`src/rtl/ghrb_pkg.sv`:
```
// ghrb_pkg: shared types, codes and small lookup functions for the
// gamepad report builder. no dependencies; imported by every rtl module.
package ghrb_pkg;

  typedef enum logic [1:0] {
    OP_OPEN   = 2'd0,
    OP_CLOSE  = 2'd1,
    OP_BUTTON = 2'd2,
    OP_AXIS   = 2'd3
  } op_t;

  typedef enum logic [1:0] {
    STS_OK       = 2'd0,
    STS_NO_SLOT  = 2'd1,
    STS_NO_PAD   = 2'd2,
    STS_BAD_CODE = 2'd3
  } status_t;

  localparam logic [3:0]  BTN_UNMAPPED = 4'd15;
  localparam logic [15:0] AXIS_CENTRE  = 16'h8000;
  localparam int          BTN_W        = 20;

  // command held for the whole transaction, broadcast to every cell
  typedef struct packed {
    op_t         op;
    logic [31:0] pad_id;
    logic [3:0]  button_code;
    logic        pressed;
    logic [2:0]  axis_code;
    logic [15:0] axis_value;
  } cmd_t;

  // slot contents as seen on the chain's result bus
  typedef struct packed {
    logic [BTN_W-1:0]  buttons;   // [15:0] report bits, [19:16] dpad u/d/l/r
    logic [3:0][15:0]  sticks;    // lx, ly, rx, ry
    logic [1:0][14:0]  triggers;  // left, right
  } slot_view_t;

  function automatic logic [BTN_W-1:0] button_bit(input logic [3:0] code);
    logic [BTN_W-1:0] b;
    case (code)
      4'd0:    b = 20'h00001;
      4'd1:    b = 20'h00002;
      4'd2:    b = 20'h00008;
      4'd3:    b = 20'h00010;
      4'd4:    b = 20'h00400;
      4'd5:    b = 20'h01000;
      4'd6:    b = 20'h00800;
      4'd7:    b = 20'h02000;
      4'd8:    b = 20'h04000;
      4'd9:    b = 20'h00040;
      4'd10:   b = 20'h00080;
      4'd11:   b = 20'h10000;
      4'd12:   b = 20'h20000;
      4'd13:   b = 20'h40000;
      4'd14:   b = 20'h80000;
      default: b = '0;
    endcase
    return b;
  endfunction

  // dpad bits: [0] up, [1] down, [2] left, [3] right
  function automatic logic [3:0] hat_code(input logic [3:0] dpad);
    logic [3:0] h;
    if (dpad[0]) begin
      h = dpad[2] ? 4'd8 : (dpad[3] ? 4'd2 : 4'd1);
    end else if (dpad[1]) begin
      h = dpad[2] ? 4'd6 : (dpad[3] ? 4'd4 : 4'd5);
    end else begin
      h = dpad[2] ? 4'd7 : (dpad[3] ? 4'd3 : 4'd0);
    end
    return h;
  endfunction

endpackage

```
`src/rtl/ghrb_cell.sv`:
```
// ghrb_cell: one gamepad slot of the chain, with its own search and update.
// depends on ghrb_pkg.
module ghrb_cell
  import ghrb_pkg::*;
#(
  parameter int            IW  = 3,
  parameter logic [IW-1:0] IDX = '0
) (
  input  logic          clk,
  input  logic          rst_n,
  input  cmd_t          cmd,
  input  logic          look_en,
  input  logic          apply_en,
  input  logic          claim_in,
  output logic          claim_out,
  input  slot_view_t    view_in,
  output slot_view_t    view_out,
  input  logic [IW-1:0] idx_in,
  output logic [IW-1:0] idx_out
);

  logic             used_r, used_nxt;
  logic             grant_r;
  logic [31:0]      owner_r, owner_nxt;
  logic [BTN_W-1:0] btn_r, btn_nxt;
  logic [3:0][15:0] sticks_r, sticks_nxt;
  logic [1:0][14:0] trig_r, trig_nxt;
  logic             cand;
  logic [BTN_W-1:0] bit_sel;

  // candidate: free slot for an open, matching owner otherwise
  assign cand      = (cmd.op == OP_OPEN) ? !used_r : (used_r && owner_r == cmd.pad_id);
  assign claim_out = claim_in | cand;
  assign bit_sel   = button_bit(cmd.button_code);

  always_comb begin
    used_nxt   = used_r;
    owner_nxt  = owner_r;
    btn_nxt    = btn_r;
    sticks_nxt = sticks_r;
    trig_nxt   = trig_r;
    case (cmd.op)
      OP_OPEN: begin
        used_nxt   = 1'b1;
        owner_nxt  = cmd.pad_id;
        btn_nxt    = '0;
        sticks_nxt = {4{AXIS_CENTRE}};
        trig_nxt   = '0;
      end
      OP_CLOSE: begin
        used_nxt = 1'b0;
      end
      OP_BUTTON: begin
        btn_nxt = cmd.pressed ? (btn_r | bit_sel) : (btn_r & ~bit_sel);
      end
      OP_AXIS: begin
        if (!cmd.axis_code[2]) begin
          sticks_nxt[cmd.axis_code[1:0]] = cmd.axis_value ^ AXIS_CENTRE;
        end else if (!cmd.axis_code[1]) begin
          trig_nxt[cmd.axis_code[0]] = cmd.axis_value[15] ? 15'd0 : cmd.axis_value[14:0];
        end
      end
      default: begin
      end
    endcase
  end

  always_ff @(posedge clk) begin
    if (!rst_n) begin
      used_r  <= 1'b0;
      grant_r <= 1'b0;
    end else begin
      if (look_en) begin
        grant_r <= cand & !claim_in;
      end
      if (apply_en && grant_r) begin
        used_r <= used_nxt;
      end
    end
  end

  always_ff @(posedge clk) begin
    if (apply_en && grant_r) begin
      owner_r  <= owner_nxt;
      btn_r    <= btn_nxt;
      sticks_r <= sticks_nxt;
      trig_r   <= trig_nxt;
    end
  end

  // granted cell puts its updated contents on the result chain
  assign view_out = slot_view_t'(view_in | (grant_r ? {btn_nxt, sticks_nxt, trig_nxt} : '0));
  assign idx_out  = idx_in | (grant_r ? IDX : '0);

endmodule

```
`src/rtl/gamepad_hid_report_builder_core.sv`:
```
// gamepad_hid_report_builder_core: top level, slot chain plus sequencer and
// output register. depends on ghrb_pkg and ghrb_cell.
//
//  channel | handshake              | payload
//  --------+------------------------+---------------------------------------------
//  in_     | in_tvalid / in_tready  | tuser operation; tdata id, codes, value
//  out_    | out_tvalid / out_tready| tuser status, report_valid; tdata report
//  cfg_    | cfg_wr_en              | cfg_wr_data = first device id
//
// an item goes through a search state along the cell chain, then an update
// state for the slot update and loading of the output register. the next item
// is taken in the update cycle.
// the output register holds a result until taken; while it is full, the
// update cycle waits and takes no new item.
// reset clears the used bits of all slots at once, no clearing pass.
module gamepad_hid_report_builder_core
  import ghrb_pkg::*;
#(
  parameter int SLOT_COUNT = 8
) (
  input  logic          clk,
  input  logic          rst_n,
  input  logic          in_tvalid,
  output logic          in_tready,
  input  logic [1:0]    in_tuser,    // [1:0] operation
  input  logic [55:0]   in_tdata,    // [31:0] pad_id, [35:32] button_code, [36] pressed,
                                     // [39:37] axis_code, [55:40] axis_value
  output logic          out_tvalid,
  input  logic          out_tready,
  output logic [2:0]    out_tuser,   // [1:0] status, [2] report_valid
  output logic [135:0]  out_tdata,   // [15:0] device_id, [31:16] left_x, [47:32] left_y,
                                     // [63:48] right_x, [79:64] right_y,
                                     // [94:80] left_trigger, [109:95] right_trigger,
                                     // [125:110] button_bits, [129:126] hat, rest zero
  input  logic          cfg_wr_en,
  input  logic [15:0]   cfg_wr_data  // first_device_id
);

  localparam int IW = (SLOT_COUNT > 1) ? $clog2(SLOT_COUNT) : 1;

  typedef enum logic [1:0] {
    S_IDLE,
    S_LOOK,
    S_APPLY
  } state_t;

  state_t       st_r;
  cmd_t         cmd_r, cmd_nxt;
  status_t      status_r, status_nxt;
  logic [15:0]  first_id_r;
  logic         out_tvalid_r;
  logic [2:0]   out_tuser_r;
  logic [135:0] out_tdata_r, out_tdata_nxt;

  logic         out_free;
  logic         look_en;
  logic         apply_en;
  logic         found;
  logic         report;
  logic [15:0]  dev_id;

  logic       [SLOT_COUNT:0] claim;
  slot_view_t                view [SLOT_COUNT+1];
  logic [IW-1:0]             idx  [SLOT_COUNT+1];

  assign out_free  = !out_tvalid_r || out_tready;
  assign in_tready = (st_r == S_IDLE) || (st_r == S_APPLY && out_free);
  assign look_en   = (st_r == S_LOOK);
  assign apply_en  = (st_r == S_APPLY) && out_free && (status_r == STS_OK);

  // unpack the incoming transaction
  always_comb begin
    cmd_nxt.op          = op_t'(in_tuser);
    cmd_nxt.pad_id      = in_tdata[31:0];
    cmd_nxt.button_code = in_tdata[35:32];
    cmd_nxt.pressed     = in_tdata[36];
    cmd_nxt.axis_code   = in_tdata[39:37];
    cmd_nxt.axis_value  = in_tdata[55:40];
  end

  // chain heads: nothing claimed, empty result bus
  assign claim[0] = 1'b0;
  assign view[0]  = '0;
  assign idx[0]   = '0;

  for (genvar g = 0; g < SLOT_COUNT; g++) begin : g_cell
    ghrb_cell #(
      .IW  (IW),
      .IDX (IW'(g))
    ) u_cell (
      .clk       (clk),
      .rst_n     (rst_n),
      .cmd       (cmd_r),
      .look_en   (look_en),
      .apply_en  (apply_en),
      .claim_in  (claim[g]),
      .claim_out (claim[g+1]),
      .view_in   (view[g]),
      .view_out  (view[g+1]),
      .idx_in    (idx[g]),
      .idx_out   (idx[g+1])
    );
  end

  // chain end says whether any cell took the request
  assign found = claim[SLOT_COUNT];

  always_comb begin
    if (cmd_r.op == OP_OPEN) begin
      status_nxt = found ? STS_OK : STS_NO_SLOT;
    end else if (!found) begin
      status_nxt = STS_NO_PAD;
    end else if (cmd_r.op == OP_BUTTON && cmd_r.button_code == BTN_UNMAPPED) begin
      status_nxt = STS_BAD_CODE;
    end else if (cmd_r.op == OP_AXIS && cmd_r.axis_code[2] && cmd_r.axis_code[1]) begin
      status_nxt = STS_BAD_CODE;
    end else begin
      status_nxt = STS_OK;
    end
  end

  // button and axis events answer with a report; open and close do not
  assign report = (status_r == STS_OK) && (cmd_r.op == OP_BUTTON || cmd_r.op == OP_AXIS);
  assign dev_id = (status_r == STS_OK) ? 16'(first_id_r + 16'(idx[SLOT_COUNT])) : 16'd0;

  // result word, report fields zero unless a report goes out
  always_comb begin
    out_tdata_nxt       = '0;
    out_tdata_nxt[15:0] = dev_id;
    if (report) begin
      out_tdata_nxt[31:16]   = view[SLOT_COUNT].sticks[0];
      out_tdata_nxt[47:32]   = view[SLOT_COUNT].sticks[1];
      out_tdata_nxt[63:48]   = view[SLOT_COUNT].sticks[2];
      out_tdata_nxt[79:64]   = view[SLOT_COUNT].sticks[3];
      out_tdata_nxt[94:80]   = view[SLOT_COUNT].triggers[0];
      out_tdata_nxt[109:95]  = view[SLOT_COUNT].triggers[1];
      out_tdata_nxt[125:110] = view[SLOT_COUNT].buttons[15:0];
      out_tdata_nxt[129:126] = hat_code(view[SLOT_COUNT].buttons[19:16]);
    end
  end

  always_ff @(posedge clk) begin
    if (!rst_n) begin
      st_r         <= S_IDLE;
      out_tvalid_r <= 1'b0;
      first_id_r   <= '0;
    end else begin
      if (cfg_wr_en) begin
        first_id_r <= cfg_wr_data;
      end
      if (st_r == S_APPLY && out_free) begin
        out_tvalid_r <= 1'b1;
      end else if (out_tready) begin
        out_tvalid_r <= 1'b0;
      end
      case (st_r)
        S_IDLE: begin
          if (in_tvalid) begin
            st_r <= S_LOOK;
          end
        end
        S_LOOK: begin
          st_r <= S_APPLY;
        end
        S_APPLY: begin
          if (out_free) begin
            st_r <= in_tvalid ? S_LOOK : S_IDLE;
          end
        end
        default: begin
          st_r <= S_IDLE;
        end
      endcase
    end
  end

  // payload registers
  always_ff @(posedge clk) begin
    if (in_tvalid && in_tready) begin
      cmd_r <= cmd_nxt;
    end
    if (st_r == S_LOOK) begin
      status_r <= status_nxt;
    end
    if (st_r == S_APPLY && out_free) begin
      out_tuser_r <= {report, status_r};
      out_tdata_r <= out_tdata_nxt;
    end
  end

  assign out_tvalid = out_tvalid_r;
  assign out_tuser  = out_tuser_r;
  assign out_tdata  = out_tdata_r;

endmodule

```
`config.mk`:
```
export PLATFORM = sky130hd
export DESIGN_NAME = gamepad_hid_report_builder_core
export DESIGN_NICKNAME = d
export VERILOG_FILES = /design/src/rtl/ghrb_pkg.sv /design/src/rtl/ghrb_cell.sv /design/src/rtl/gamepad_hid_report_builder_core.sv
export SDC_FILE = /design/constraint.sdc
export NUM_CORES = 2
export LEC_CHECK = 0
export BUFFER_PORTS_ARGS = -buffer_cell sky130_fd_sc_hd__buf_2
export CAP_MARGIN = 0
export CORE_MARGIN = 4
export CORE_UTILIZATION = 40
export DETAILED_ROUTE_END_ITERATION = 7
export HOLD_SLACK_MARGIN = 0.12
export PLACE_DENSITY_LB_ADDON = 0.15
export SKIP_CTS_REPAIR_TIMING = 1
export SLEW_MARGIN = 40
export SYNTH_ARGS = -nofsm -noshare
export SYNTH_HDL_FRONTEND = slang
export SYNTH_SLANG_ARGS = --single-unit
export TNS_END_PERCENT = 30
```
`constraint.sdc`:
```
create_clock -name clk -period 12.9 [get_ports clk]
set_input_delay 3.87 -clock clk [delete_from_list [all_inputs] [get_ports clk]]
set_output_delay 3.87 -clock clk [all_outputs]
set_load 0.02 [all_outputs]
```
==> out/results.tsv <==
metric	value	unit
worstPathMaxFanout	4	
syn_area_per_cell	12.7	sq um
wire_per_inst	24.3	um
cp-start-kind	input pin	
vias	39600	
synth-main-ff-cell	edfxtp_1	
grt_start_max_net_pins	106	
whs	494	ps
grt_pass1_wl	255000	um
critical_path_arrival	4700	ps
path_cells	buf_2 > nor2b_1 > a21oi_1 > buf_2	
antenna_found_initial	5	
status	finished, final reports clean	
r2r_cells	8	
final.period_utilization	66.4	%
relSlewSlack	40.8	%
synth_edf_count	1361	
register_area	0.0419	sq mm
crit_slowest_cell	nor2b_1	
gr-usage-all-layers	21.3	%
dr.first_iter.drc_count	3904	
finalNetCount	5049	
worst_pin_slew	888	ps
fillerInstances	13700	
ys_seq_elements	1411	
die-width	398	um
synthArstFlopShare	0	%
start_util	40.4	%
port-buffer-count	213	
drtAntennaViolNets	0	
dr.pass1.iters	5	
overflow	0	
r2r_slack	8700	ps
cpPeakStageDelay	360	ps
cts.reportedPaths.clkPinSlew	50	ps
finalSetupTns	0	ps
core_area	0.150	sq mm
clock_sinks	1411	
gp_congestion	0.759	
worst_ep_required_time	9030	ps
slew_violations	0	
insertion_delay	770	ps
path_class	input pin to output port	
hold_class	flip-flop to flip-flop	
die_area	0.158	sq mm
multiInputGateArea	0.0171	sq mm
finalSetupViolCount	0	
critPathTopFamily	simple AND/OR/NAND/NOR gates	
cap_viol_max_count	0	
ir_worst_vdd	108	uV
syn-instance-count	4785	
cp_num_buf_inv	2	
power_density	145	mW/mm^2
cp.depth	4	
utilization	45.9	%
grt_setup_unrepaired	no	
vias_per_cell	5.58	
syn_to_final_growth	13.7	%
cts-htree-levels	4	
timing.rr.end	out_tdata[27]	
clk_path_buf_depth	3	
drc_errors	0	
drt-total-wl	172000	um
drive_gt1_share	11.4	%
crit_top_cell	buf_2	
leakagePower	26.3	nW
grt_pass1_vias	38400	
finClkSkew	28.4	ps
ys_warn_count	0	
period_needed	8570	ps
fp.dieH	398	um
cp-end-kind	output port	
cts_buffers	158	
hold_violations	0	
ios	220	
detailed_place_hpwl	97100	um
cts_root_buffer	clkbuf_16	
max_freq	117	MHz
synth_cell_type_count	51	
crit_end	in_tready	
yosysSeqAreaShare	69.0	%
syn_area	0.0607	sq mm
r2r_start	cmd_r[57]	
cts_tree	done	
cp-startpoint	out_tready	
rows	142	
power breakdown:
part	leakage, nW	total, W	switching [W]	internal (W)
logic	11.1	0.000628	0.000430	0.000198
clock network	2.37	0.00428	0.00184	0.00244
registers	12.8	0.00510	0.0000407	0.00506
total	26.3	0.0100	0.00231	0.00770
per-layer routing:
metal	vias up	part of all wire (%)	track usage (%)
li1	18100	-	-
met1	19900	45	30.7
met2	1393	47	33.9
met3	227	6.2	3.14
met4	2	2.3	5.68
met5	-	0.0093	0
through the flow:
stage | worst slack (ps) | area [sq um] | instances | power [W]
after global placement | 4340 | 63700 | 6793 | 0.00580
after global routing | 4240 | 69000 | 7104 | 0.0104
after floorplan | 2800 | 60700 | 4790 | 0.00562
final | 4330 | 69000 | 7106 | 0.0100
after detailed placement | 4330 | 64100 | 6817 | 0.00582
after CTS | 4320 | 69000 | 7103 | 0.0101
worst min path at each step:
stage / depth (start not counted) / startpoint / endpoint / slack, ps
after detailed placement: 1 / st_r[1] / st_r[1] / 480
final: 1 / st_r[1] / st_r[1] / 490
after CTS: 1 / st_r[1] / st_r[1] / 490
after global placement: 1 / g_cell[4].u_cell.used_r / g_cell[4].u_cell.used_r / 480
after floorplan: 0 / status_r[0] / out_tuser[0] / 440
after global routing: 1 / g_cell[7].u_cell.used_r / g_cell[7].u_cell.used_r / 520
worst register-to-register path, delay by kind of cell, from the launching register on:
kind | cells | cell delay [ps]
AOI/OAI and AO/OA | 5 | 1580
adders and majority gates | 1 | 650
buffers and inverters | 2 | 1190
DFF | 1 | 530
cell families (layout without fill, tap and decap cells):
group / Yosys count / in the layout / synth area share [%]
XOR/XNOR: 270 / 270 / 3.90
adder cells (fa/ha/maj): 8 / 8 / 0.177
multiplexers: 17 / 17 / 0.282
flip-flops: 1411 / 1411 / 69.0
other: 1 / 8 / 0.00618
AND/OR/NAND/NOR: 1594 / 1594 / 10.8
AO/OA/AOI/OAI: 1035 / 1035 / 12.7
buffers and inverters: 449 / 747 / 3.14
cells in the mapped netlist (all sizes together) (2+ instances only):
master	count	area, sq um
nor4	27	184
a221oi	111	1020
a31oi	121	757
a22o	230	2010
inv	134	503
o22ai	5	31.3
and2	66	413
nor2	62	233
edfxtp	1361	40900
buf	152	795
a211oi	2	15.0
a21oi	24	120
a222oi	7	70.1
xor2	76	666
nor2b	6	40.0
mux2i	16	160
ha	7	87.6
nand3	22	110
and3	13	81.3
nand2	1303	4890
a21o	157	1180
o21ai	135	676
clkbuf	161	604
and4	7	61.3
dfxtp	50	1000
nor3	16	96.4
nand2b	6	37.5
nor3b	4	30.0
clkinv	2	7.51
o21a	7	52.6
nand4	53	332
nand3b	3	22.5
or4	3	22.5
a22oi	233	1750
o21bai	2	15.0
xnor2	194	1700
sequential cells by signal (all words and copies together), names as in the netlist:
signal	count
cmd_r	58
first_id_r	16
g_cell.u_cell.bit_sel	15
g_cell.u_cell.btn_r	160
g_cell.u_cell.grant_r	8
g_cell.u_cell.owner_r	256
g_cell.u_cell.sticks_r	512
g_cell.u_cell.trig_r	240
g_cell.u_cell.used_r	8
out_tdata	130
out_tuser	3
out_tvalid	1
st_r	2
status_r	2
layout make-up:
type / count / area share [%]
well taps: 2016 / 3.65
clock inverters: 79 / 0.933
multi-input cells: 2930 / 24.8
clock buffers: 207 / 6.08
inverters: 136 / 0.747
flip-flops and latches: 1411 / 60.7
diodes: 2 / 0.00725
repair buffers: 325 / 3.11
placed cells by master (no fill, tap or decap), types with 24 or more instances in the layout:
master     count
a21oi_1       24
nand2_1     1303
edfxtp_1    1361
buf_6         36
a31oi_1      121
buf_4         67
inv_1        132
and2_1        58
buf_2        213
a21o_1       153
clkbuf_16    160
clkinv_1      35
a22oi_1      233
clkbuf_1      45
o21ai_0      134
a22o_1       230
xor2_1        76
nor2_1        58
clkinv_2      24
a221oi_1     104
dfxtp_1       42
nand4_1       53
nor4_1        26
xnor2_1      194
Power figures use the tool's default switching activity.
